<file path="config.mk">
export PLATFORM = sky130hd
export DESIGN_NAME = byte_rle_encoder
export DESIGN_NICKNAME = d
export VERILOG_FILES = /design/src/brle_pkg.sv /design/src/brle_ram.sv /design/src/byte_rle_encoder.sv
export SDC_FILE = /design/constraint.sdc
export NUM_CORES = 2
export LEC_CHECK = 0
export BUFFER_PORTS_ARGS = -buffer_cell sky130_fd_sc_hd__clkbuf_2
export CORE_MARGIN = 2
export CORE_UTILIZATION = 67
export DETAILED_ROUTE_END_ITERATION = 12
export HOLD_SLACK_MARGIN = 0.12
export PLACE_DENSITY = 0.93
export SLEW_MARGIN = 25
export SYNTH_ARGS = -nofsm -noshare
export SYNTH_HDL_FRONTEND = slang
export SYNTH_SLANG_ARGS = --single-unit
</file>
<file path="constraint.sdc">
create_clock -name clk -period 8.15 [get_ports clk]
set_input_delay 0.815 -clock clk [delete_from_list [all_inputs] [get_ports clk]]
set_output_delay 0.815 -clock clk [all_outputs]
set_load 0.02 [all_outputs]
</file>
<file path="src/brle_pkg.sv">
package brle_pkg;

  localparam int MAX_SEGMENT_DEF      = 128;
  localparam int BYTES_PER_RESULT_DEF = 8;

  localparam int DATA_W     = 8;
  localparam int OUT_SLOTS  = 8;
  localparam int COUNT_W    = 4;
  localparam int OUT_TDATA_W = 72;

  localparam logic [DATA_W-1:0] RUN_FLAG = 8'h80;

  typedef enum logic [2:0] {
    S_IDLE,
    S_JUDGE,
    S_FL_HDR,
    S_FL_DATA,
    S_PR_HDR,
    S_PR_BYTE,
    S_DONE
  } brle_state_t;

  typedef enum logic [1:0] {
    PH_HELD,
    PH_LAST,
    PH_FINAL
  } brle_phase_t;

endpackage

</file>
<file path="src/brle_ram.sv">
module brle_ram #(
  parameter int WIDTH = 8,
  parameter int DEPTH = 128,
  localparam int AW = $clog2(DEPTH)
) (
  input  logic             clk,
  input  logic             wr_en,
  input  logic [AW-1:0]    wr_addr,
  input  logic [WIDTH-1:0] wr_data,
  input  logic [AW-1:0]    rd_addr,
  output logic [WIDTH-1:0] rd_data
);

  logic [WIDTH-1:0] mem [DEPTH];

  always_ff @(posedge clk) begin
    if (wr_en) begin
      mem[wr_addr] <= wr_data;
    end
    rd_data <= mem[rd_addr];
  end

endmodule

</file>
<file path="src/byte_rle_encoder.sv">
// channel   | dir | valid/ready                  | payload
// ----------+-----+------------------------------+-------------------------------------------
// s_axis    | in  | s_axis_tvalid/s_axis_tready  | tdata[7:0] source byte, tlast end of stream
// m_axis    | out | m_axis_tvalid/m_axis_tready  | tdata 8 bytes + count, tuser item end,
//           |     |                              | tlast end of encoded stream
//
// a byte that extends a run or joins the literal buffer passes through accept and judge
// each written byte adds a step of its own, limited by the one-read literal memory port,
// and the done state hands the last partial result to the output register
// a literal flush writes its header then the buffered bytes, a run pair its header then the byte
// synchronous reset clears control state only, the literal memory needs no clearing pass
// input is refused until every result of the item has entered the output register;
// output stalls hold the packer and the memory read address
module byte_rle_encoder
  import brle_pkg::*;
#(
  parameter int MAX_SEGMENT      = MAX_SEGMENT_DEF,
  parameter int BYTES_PER_RESULT = BYTES_PER_RESULT_DEF
) (
  input  logic                   clk,
  input  logic                   rst,
  input  logic                   s_axis_tvalid,
  output logic                   s_axis_tready,
  input  logic [7:0]             s_axis_tdata,  // data_byte
  input  logic                   s_axis_tlast,  // last_byte
  output logic                   m_axis_tvalid,
  input  logic                   m_axis_tready,
  output logic [OUT_TDATA_W-1:0] m_axis_tdata,  // out_byte_0..out_byte_7, byte_count, zero pad
  output logic                   m_axis_tuser,  // step_done
  output logic                   m_axis_tlast   // stream_done
);

  localparam int AW = $clog2(MAX_SEGMENT);
  localparam int FW = $clog2(MAX_SEGMENT + 1);
  localparam int CW = $clog2(BYTES_PER_RESULT + 1);
  localparam logic [DATA_W-1:0] FULL_HDR = RUN_FLAG | DATA_W'(MAX_SEGMENT - 1);

  brle_state_t state;
  brle_phase_t phase;

  logic [DATA_W-1:0] cur_x;
  logic              cur_last;
  logic [DATA_W-1:0] held_value;
  logic              held_valid;
  logic [DATA_W-1:0] jx;
  logic              jsame;
  logic [FW-1:0]     run_length;
  logic              run_ovf;
  logic [FW-1:0]     lit_fill;
  logic              pair_req;
  logic [DATA_W-1:0] pair_hdr;
  logic [AW-1:0]     flush_idx;

  logic [DATA_W-1:0] acc [BYTES_PER_RESULT];
  logic [CW-1:0]     acc_cnt;
  logic [DATA_W-1:0] out_bytes [BYTES_PER_RESULT];
  logic [CW-1:0]     out_cnt;
  logic              out_valid;
  logic              out_step;
  logic              out_stream;

  logic [FW-1:0]     rl_inc;
  logic              j_flush;
  logic              j_pair;
  logic              j_lit;
  logic [DATA_W-1:0] j_hdr;
  logic [FW-1:0]     run_length_next;
  logic              run_ovf_next;
  logic [FW-1:0]     fill_next;

  logic              put_valid;
  logic [DATA_W-1:0] put_data;
  logic              out_free;
  logic              acc_full;
  logic              put_ok;
  logic              fin;
  logic              flush_last;
  logic              seq_end;
  logic              end_to_last;
  logic              end_to_flush;

  logic              mem_wr_en;
  logic [AW-1:0]     mem_rd_addr;
  logic [DATA_W-1:0] mem_rd_data;

  brle_ram #(
    .WIDTH(DATA_W),
    .DEPTH(MAX_SEGMENT)
  ) u_lit_ram (
    .clk    (clk),
    .wr_en  (mem_wr_en),
    .wr_addr(lit_fill[AW-1:0]),
    .wr_data(jx),
    .rd_addr(mem_rd_addr),
    .rd_data(mem_rd_data)
  );

  assign s_axis_tready = (state == S_IDLE);
  assign rl_inc        = run_length + FW'(1);

  always_comb begin
    j_flush         = 1'b0;
    j_pair          = 1'b0;
    j_lit           = 1'b0;
    j_hdr           = FULL_HDR;
    run_length_next = run_length;
    run_ovf_next    = run_ovf;
    if (jsame) begin
      run_length_next = rl_inc;
      if (rl_inc == FW'(MAX_SEGMENT)) begin
        j_flush         = (lit_fill != '0);
        j_pair          = 1'b1;
        run_length_next = '0;
        run_ovf_next    = 1'b1;
      end
    end else if (run_ovf || run_length > FW'(1)) begin
      j_flush         = (lit_fill != '0);
      j_pair          = (run_length != '0);
      j_hdr           = RUN_FLAG | (DATA_W'(run_length) - DATA_W'(1));
      run_length_next = FW'(1);
      run_ovf_next    = 1'b0;
    end else begin
      j_lit   = 1'b1;
      j_flush = ((lit_fill + FW'(1)) == FW'(MAX_SEGMENT));
    end
  end

  always_comb begin
    put_valid = 1'b0;
    put_data  = '0;
    case (state)
      S_FL_HDR: begin
        put_valid = 1'b1;
        put_data  = DATA_W'(lit_fill) - DATA_W'(1);
      end
      S_FL_DATA: begin
        put_valid = 1'b1;
        put_data  = mem_rd_data;
      end
      S_PR_HDR: begin
        put_valid = 1'b1;
        put_data  = pair_hdr;
      end
      S_PR_BYTE: begin
        put_valid = 1'b1;
        put_data  = jx;
      end
      default: begin
        put_valid = 1'b0;
      end
    endcase
  end

  assign out_free   = !out_valid || m_axis_tready;
  assign acc_full   = (acc_cnt == CW'(BYTES_PER_RESULT));
  assign put_ok     = !acc_full || out_free;
  assign fin        = (state == S_DONE) && out_free && (acc_cnt != '0);
  assign flush_last = (FW'(flush_idx) == lit_fill - FW'(1));
  assign mem_wr_en  = (state == S_JUDGE) && j_lit;

  always_comb begin
    if (state == S_FL_DATA) begin
      mem_rd_addr = put_ok ? flush_idx + AW'(1) : flush_idx;
    end else begin
      mem_rd_addr = '0;
    end
  end

  always_comb begin
    if (state == S_JUDGE && j_lit) begin
      fill_next = lit_fill + FW'(1);
    end else if (state == S_FL_DATA && put_ok && flush_last) begin
      fill_next = '0;
    end else begin
      fill_next = lit_fill;
    end
  end

  assign seq_end = ((state == S_JUDGE) && !j_flush && !j_pair) ||
                   ((state == S_FL_DATA) && put_ok && flush_last && !pair_req) ||
                   ((state == S_PR_BYTE) && put_ok);
  assign end_to_last  = (phase == PH_HELD) && cur_last;
  assign end_to_flush = (phase == PH_LAST) && (fill_next != '0);

  always_ff @(posedge clk) begin
    if (rst) begin
      state      <= S_IDLE;
      phase      <= PH_HELD;
      held_valid <= 1'b0;
      run_length <= FW'(1);
      run_ovf    <= 1'b0;
      lit_fill   <= '0;
      acc_cnt    <= '0;
      out_valid  <= 1'b0;
    end else begin
      lit_fill <= fill_next;

      // output register
      if ((put_valid && put_ok && acc_full) || fin) begin
        out_bytes  <= acc;
        out_cnt    <= acc_cnt;
        out_step   <= fin;
        out_stream <= fin && cur_last;
        out_valid  <= 1'b1;
      end else if (out_valid && m_axis_tready) begin
        out_valid <= 1'b0;
      end

      // byte packer
      if (put_valid && put_ok) begin
        if (acc_full) begin
          acc[0]  <= put_data;
          acc_cnt <= CW'(1);
        end else begin
          for (int j = 0; j < BYTES_PER_RESULT; j++) begin
            if (acc_cnt == CW'(j)) begin
              acc[j] <= put_data;
            end
          end
          acc_cnt <= acc_cnt + CW'(1);
        end
      end else if (fin) begin
        acc_cnt <= '0;
      end

      case (state)
        S_IDLE: begin
          if (s_axis_tvalid) begin
            cur_x      <= s_axis_tdata;
            cur_last   <= s_axis_tlast;
            held_value <= s_axis_tdata;
            held_valid <= !s_axis_tlast;
            if (held_valid) begin
              jx    <= held_value;
              jsame <= (held_value == s_axis_tdata);
              phase <= PH_HELD;
              state <= S_JUDGE;
            end else if (s_axis_tlast) begin
              jx    <= s_axis_tdata;
              jsame <= 1'b0;
              phase <= PH_LAST;
              state <= S_JUDGE;
            end
          end
        end
        S_JUDGE: begin
          run_length <= run_length_next;
          run_ovf    <= run_ovf_next;
          pair_req   <= j_pair;
          pair_hdr   <= j_hdr;
          if (j_flush) begin
            state <= S_FL_HDR;
          end else if (j_pair) begin
            state <= S_PR_HDR;
          end
        end
        S_FL_HDR: begin
          flush_idx <= '0;
          if (put_ok) begin
            state <= S_FL_DATA;
          end
        end
        S_FL_DATA: begin
          if (put_ok) begin
            flush_idx <= flush_idx + AW'(1);
            if (flush_last && pair_req) begin
              state <= S_PR_HDR;
            end
          end
        end
        S_PR_HDR: begin
          if (put_ok) begin
            state <= S_PR_BYTE;
          end
        end
        S_PR_BYTE: begin
          // left through the end-of-sequence logic below
        end
        S_DONE: begin
          if (acc_cnt == '0 || out_free) begin
            state <= S_IDLE;
          end
        end
        default: begin
          state <= S_IDLE;
        end
      endcase

      // end of one judge and its writes
      if (seq_end) begin
        if (end_to_last) begin
          phase <= PH_LAST;
          jx    <= cur_x;
          jsame <= 1'b0;
          state <= S_JUDGE;
        end else if (end_to_flush) begin
          phase <= PH_FINAL;
          state <= S_FL_HDR;
        end else if (state == S_JUDGE && acc_cnt == '0) begin
          state <= S_IDLE;
        end else begin
          state <= S_DONE;
        end
      end
    end
  end

  for (genvar g = 0; g < OUT_SLOTS; g++) begin : g_out
    if (g < BYTES_PER_RESULT) begin : g_used
      assign m_axis_tdata[g*DATA_W +: DATA_W] =
        (CW'(g) < out_cnt) ? out_bytes[g] : '0;
    end else begin : g_unused
      assign m_axis_tdata[g*DATA_W +: DATA_W] = '0;
    end
  end

  assign m_axis_tdata[OUT_SLOTS*DATA_W +: COUNT_W] = COUNT_W'(out_cnt);
  assign m_axis_tdata[OUT_TDATA_W-1:OUT_SLOTS*DATA_W+COUNT_W] = '0;
  assign m_axis_tvalid = out_valid;
  assign m_axis_tuser  = out_step;
  assign m_axis_tlast  = out_stream;

`ifndef SYNTHESIS
  a_acc_range: assert property (@(posedge clk) disable iff (rst)
    acc_cnt <= CW'(BYTES_PER_RESULT))
    else $error("packer count beyond result width");

  a_idle_empty: assert property (@(posedge clk) disable iff (rst)
    s_axis_tready |-> acc_cnt == '0)
    else $error("bytes left in packer while taking a new item");

  a_out_nonempty: assert property (@(posedge clk) disable iff (rst)
    out_valid |-> out_cnt != '0)
    else $error("empty result presented");

  a_run_range: assert property (@(posedge clk) disable iff (rst)
    run_length < FW'(MAX_SEGMENT))
    else $error("run length reached a full segment without a write");

  a_fill_range: assert property (@(posedge clk) disable iff (rst)
    lit_fill <= FW'(MAX_SEGMENT))
    else $error("literal buffer overfilled");

  a_full_flushes: assert property (@(posedge clk) disable iff (rst)
    (state == S_JUDGE && j_lit && j_flush) |=> state == S_FL_HDR)
    else $error("full literal buffer not flushed");
`endif

endmodule
</file>
==> impl_metrics.tcl <==
set metrics [dict create \
    run_status "finished, final reports clean" \
    required_ns 8.79 \
    grt_max_degree 196 \
    layout_setup_ws_ns 2.25 \
    hold_viol_final 0 \
    rsz0062_at_grt "no" \
    worst-path-max-fanout 195 \
    synth_top_area_frac 0.725 \
    dp_hpwl_mm 72.6 \
    synth_flop_cell "edfxtp_1" \
    core_area_sq_um 73000 \
    start_kind "flop" \
    start_util 0.676 \
    die_w_um 275 \
    met3WireLength_mm 20.6 \
    clockBufferDepth 3 \
    setup_tns_ns 0 \
    synthTopCellsByArea "edfxtp_1, nand2_1, mux2i_1, nand3_1, a32oi_1" \
    p_leak_nw 17.1 \
    drt-initial-drc-count 7047 \
    p_total_w 0.0152 \
    async_flop_share 0 \
    whs_ns 0.344 \
    nets 3552 \
    slowest_delay_ns 0.79 \
    drive_gt1_frac 0.0903 \
    cts_resized 0 \
    dpl_worst_slack_ns 2.16 \
    ir_drop_v 0.000207 \
    area_growth_pct 9.60 \
    drtPass1Iterations 7 \
    die_y_um 275 \
    yosys-top-cells-count "edfxtp_1, nand2_1, nand3_1, nor2_1, mux2i_1" \
    max-slew-margin-rel 0.237 \
    wl_mm 133 \
    worst-path-buf-inv 3 \
    fin_crit_ns 5.90 \
    cts_sinks 1227 \
    routabilityCongestion 0.893 \
    drc 0 \
    post_cts_buffers 0 \
    worstPathCellList "inv_1, ha_1, and3b_1, nand4_1, and2_4, inv_16, buf_12, nand2_1, a31oi_1, nand3_1, a41oi_1, a311o_1" \
    synth_top_cell_by_area "edfxtp_1" \
    nFillCells 3633 \
    die_area_sq_um 75800 \
    top_signal_layer_used "met5" \
    synth.cell_area_sq_um 49300 \
    routedWlPerCell_um 29.1 \
    cp_top_family "simple AND/OR/NAND/NOR gates" \
    post-route-period-util 0.724 \
    worstPathArrival_ns 6.54 \
    wl_met1_mm 42.6 \
    root_buffer "clkbuf_16" \
    antenna_found_initial 4 \
    numPortBuffers 84 \
    power_density_nw_per_um2 281 \
    wl_met2_mm 61.3 \
    tritoncts "yes" \
    grt.overflow.total 0 \
    cts.reportedPaths.clkPinSlew_ns 0.06 \
    clock_skew_ns 0.0582 \
    worst_pin_slew_ns 1.14 \
    syn_inst 3503 \
    ioPinCount 89 \
    synth_edf_count 1191 \
    synth_area_per_cell_sq_um 14.1 \
    rows 99 \
    grt_pass1_wl_mm 196 \
    setup_violations 0 \
    hold_class "input pin to flop" \
    cts_hold_buf 0 \
    viasPerCell 7.23 \
    ys_seq_area_frac 0.740 \
    end_kind "flop" \
    final_cells 4581 \
    grt_pass1_vias 31500 \
    synth.most_common_cell "edfxtp_1" \
    num_vias 33100 \
    yosysWarnings 0 \
    yosysUniqueCellTypes 87 \
    max_freq_mhz 169 \
    slowest_stage "a41oi_1" \
    dpl.cell_count 4369 \
    cts_max_level 3 \
    worstSetupPathType "flop to flop" \
    ant_nets 0 \
    slew_viol_final 0 \
    synth_seq_cells 1227 \
    insertion_delay_ns 0.73 \
    track_usage 0.351 \
    cap_violations 0 \
    cts_buffers 112 \
]
## logic make-up (layout without fill, tap and decap cells)
| logic type | count (synthesis) | after routing | share of synthesized area |
|---|---|---|---|
| simple gates | 1391 | 1391 | 0.126 |
| flops | 1227 | 1227 | 0.740 |
| compound gates | 439 | 439 | 0.0681 |
| buf+inv | 236 | 350 | 0.0234 |
| mux | 165 | 165 | 0.0335 |
| xor+xnor | 30 | 30 | 0.00589 |
| fa+ha+maj | 14 | 14 | 0.00355 |
| other cells | 1 | 6 | 0.0000760 |
## metal layers
metal	vias up	GRT usage
met5	-	0.00125
met4	4	0.190
met3	766	0.107
met2	3516	0.541
met1	15600	0.454
li1	13300	-
## path summary, 6_finish.rpt
kind              startpoint                    to  slack (ns)  cells after the start
max               acc_cnt[0]  u_lit_ram.rd_data[7]        2.25                     12
min          s_axis_tdata[5]         held_value[5]        0.34                      1
max reg2reg       acc_cnt[0]  u_lit_ram.rd_data[7]        2.25                     12
min reg2reg          acc[19]         out_bytes[19]        0.42                      0
## cell type report
class | instances | area [sq um] | area share
flip-flops and latches | 1227 | 36500 | 0.675
clock inverters | 56 | 592 | 0.0110
inverters | 17 | 80.1 | 0.00148
multi-input cells | 2043 | 11800 | 0.218
diodes | 2 | 5.00 | 0.0000926
clock buffers | 153 | 3100 | 0.0574
repair buffers | 124 | 808 | 0.0150
well taps | 959 | 1200 | 0.0222
## power breakdown
part           switching, W  internal (W)  total, W
registers          0.000114       0.00766   0.00778
logic               0.00163      0.000420   0.00205
clock network       0.00231       0.00304   0.00534
total               0.00405        0.0111    0.0152
## sequential cells by signal, summed over array words and instances, names as in the netlist, 8 cells and up
register,cells
run_length,8
u_lit_ram.mem,1024
out_bytes,64
u_lit_ram.rd_data,8
held_value,8
jx,8
acc,64
lit_fill,8
## placed cells by master, fill, tap and decap left out, types with 8 or more instances in the layout
cell type  Yosys  layout
edfxtp_1    1191    1191
nand2_1      729     729
nand3_1      219     216
nor2_1       205     203
mux2i_1      164     164
a32oi_1      116     116
clkbuf_16      0     116
clkbuf_2       1      84
a31oi_1       83      83
nor2b_1       61      61
a21oi_1       52      51
nand4_1       46      46
dfxtp_1       36      36
buf_4         32      33
and2_1        32      31
clkbuf_1      92      31
a221oi_1      24      24
a211oi_1      23      23
o21ai_0       22      22
clkinv_1       0      22
a22oi_1       20      20
xor2_1        19      19
and3_1        19      19
a311oi_1      18      18
nand2b_1      16      16
a41oi_1       16      16
inv_1         15      15
nor3_1        15      14
ha_1          14      14
clkinv_2       0      13
o22ai_1       14      12
bufinv_16      0      12
a2bb2oi_1     11      11
xnor2_1        9       9
a311o_1        8       8
## through the flow
step           cell area, sq um  utilization
2_1_floorplan             49300            -
3_3_place_gp              50300        0.690
3_5_place_dp              50300        0.690
4_1_cts                   54000        0.740
5_1_grt                   54000        0.741
6_report                  54000        0.741
(Power assumes the default switching activity.)
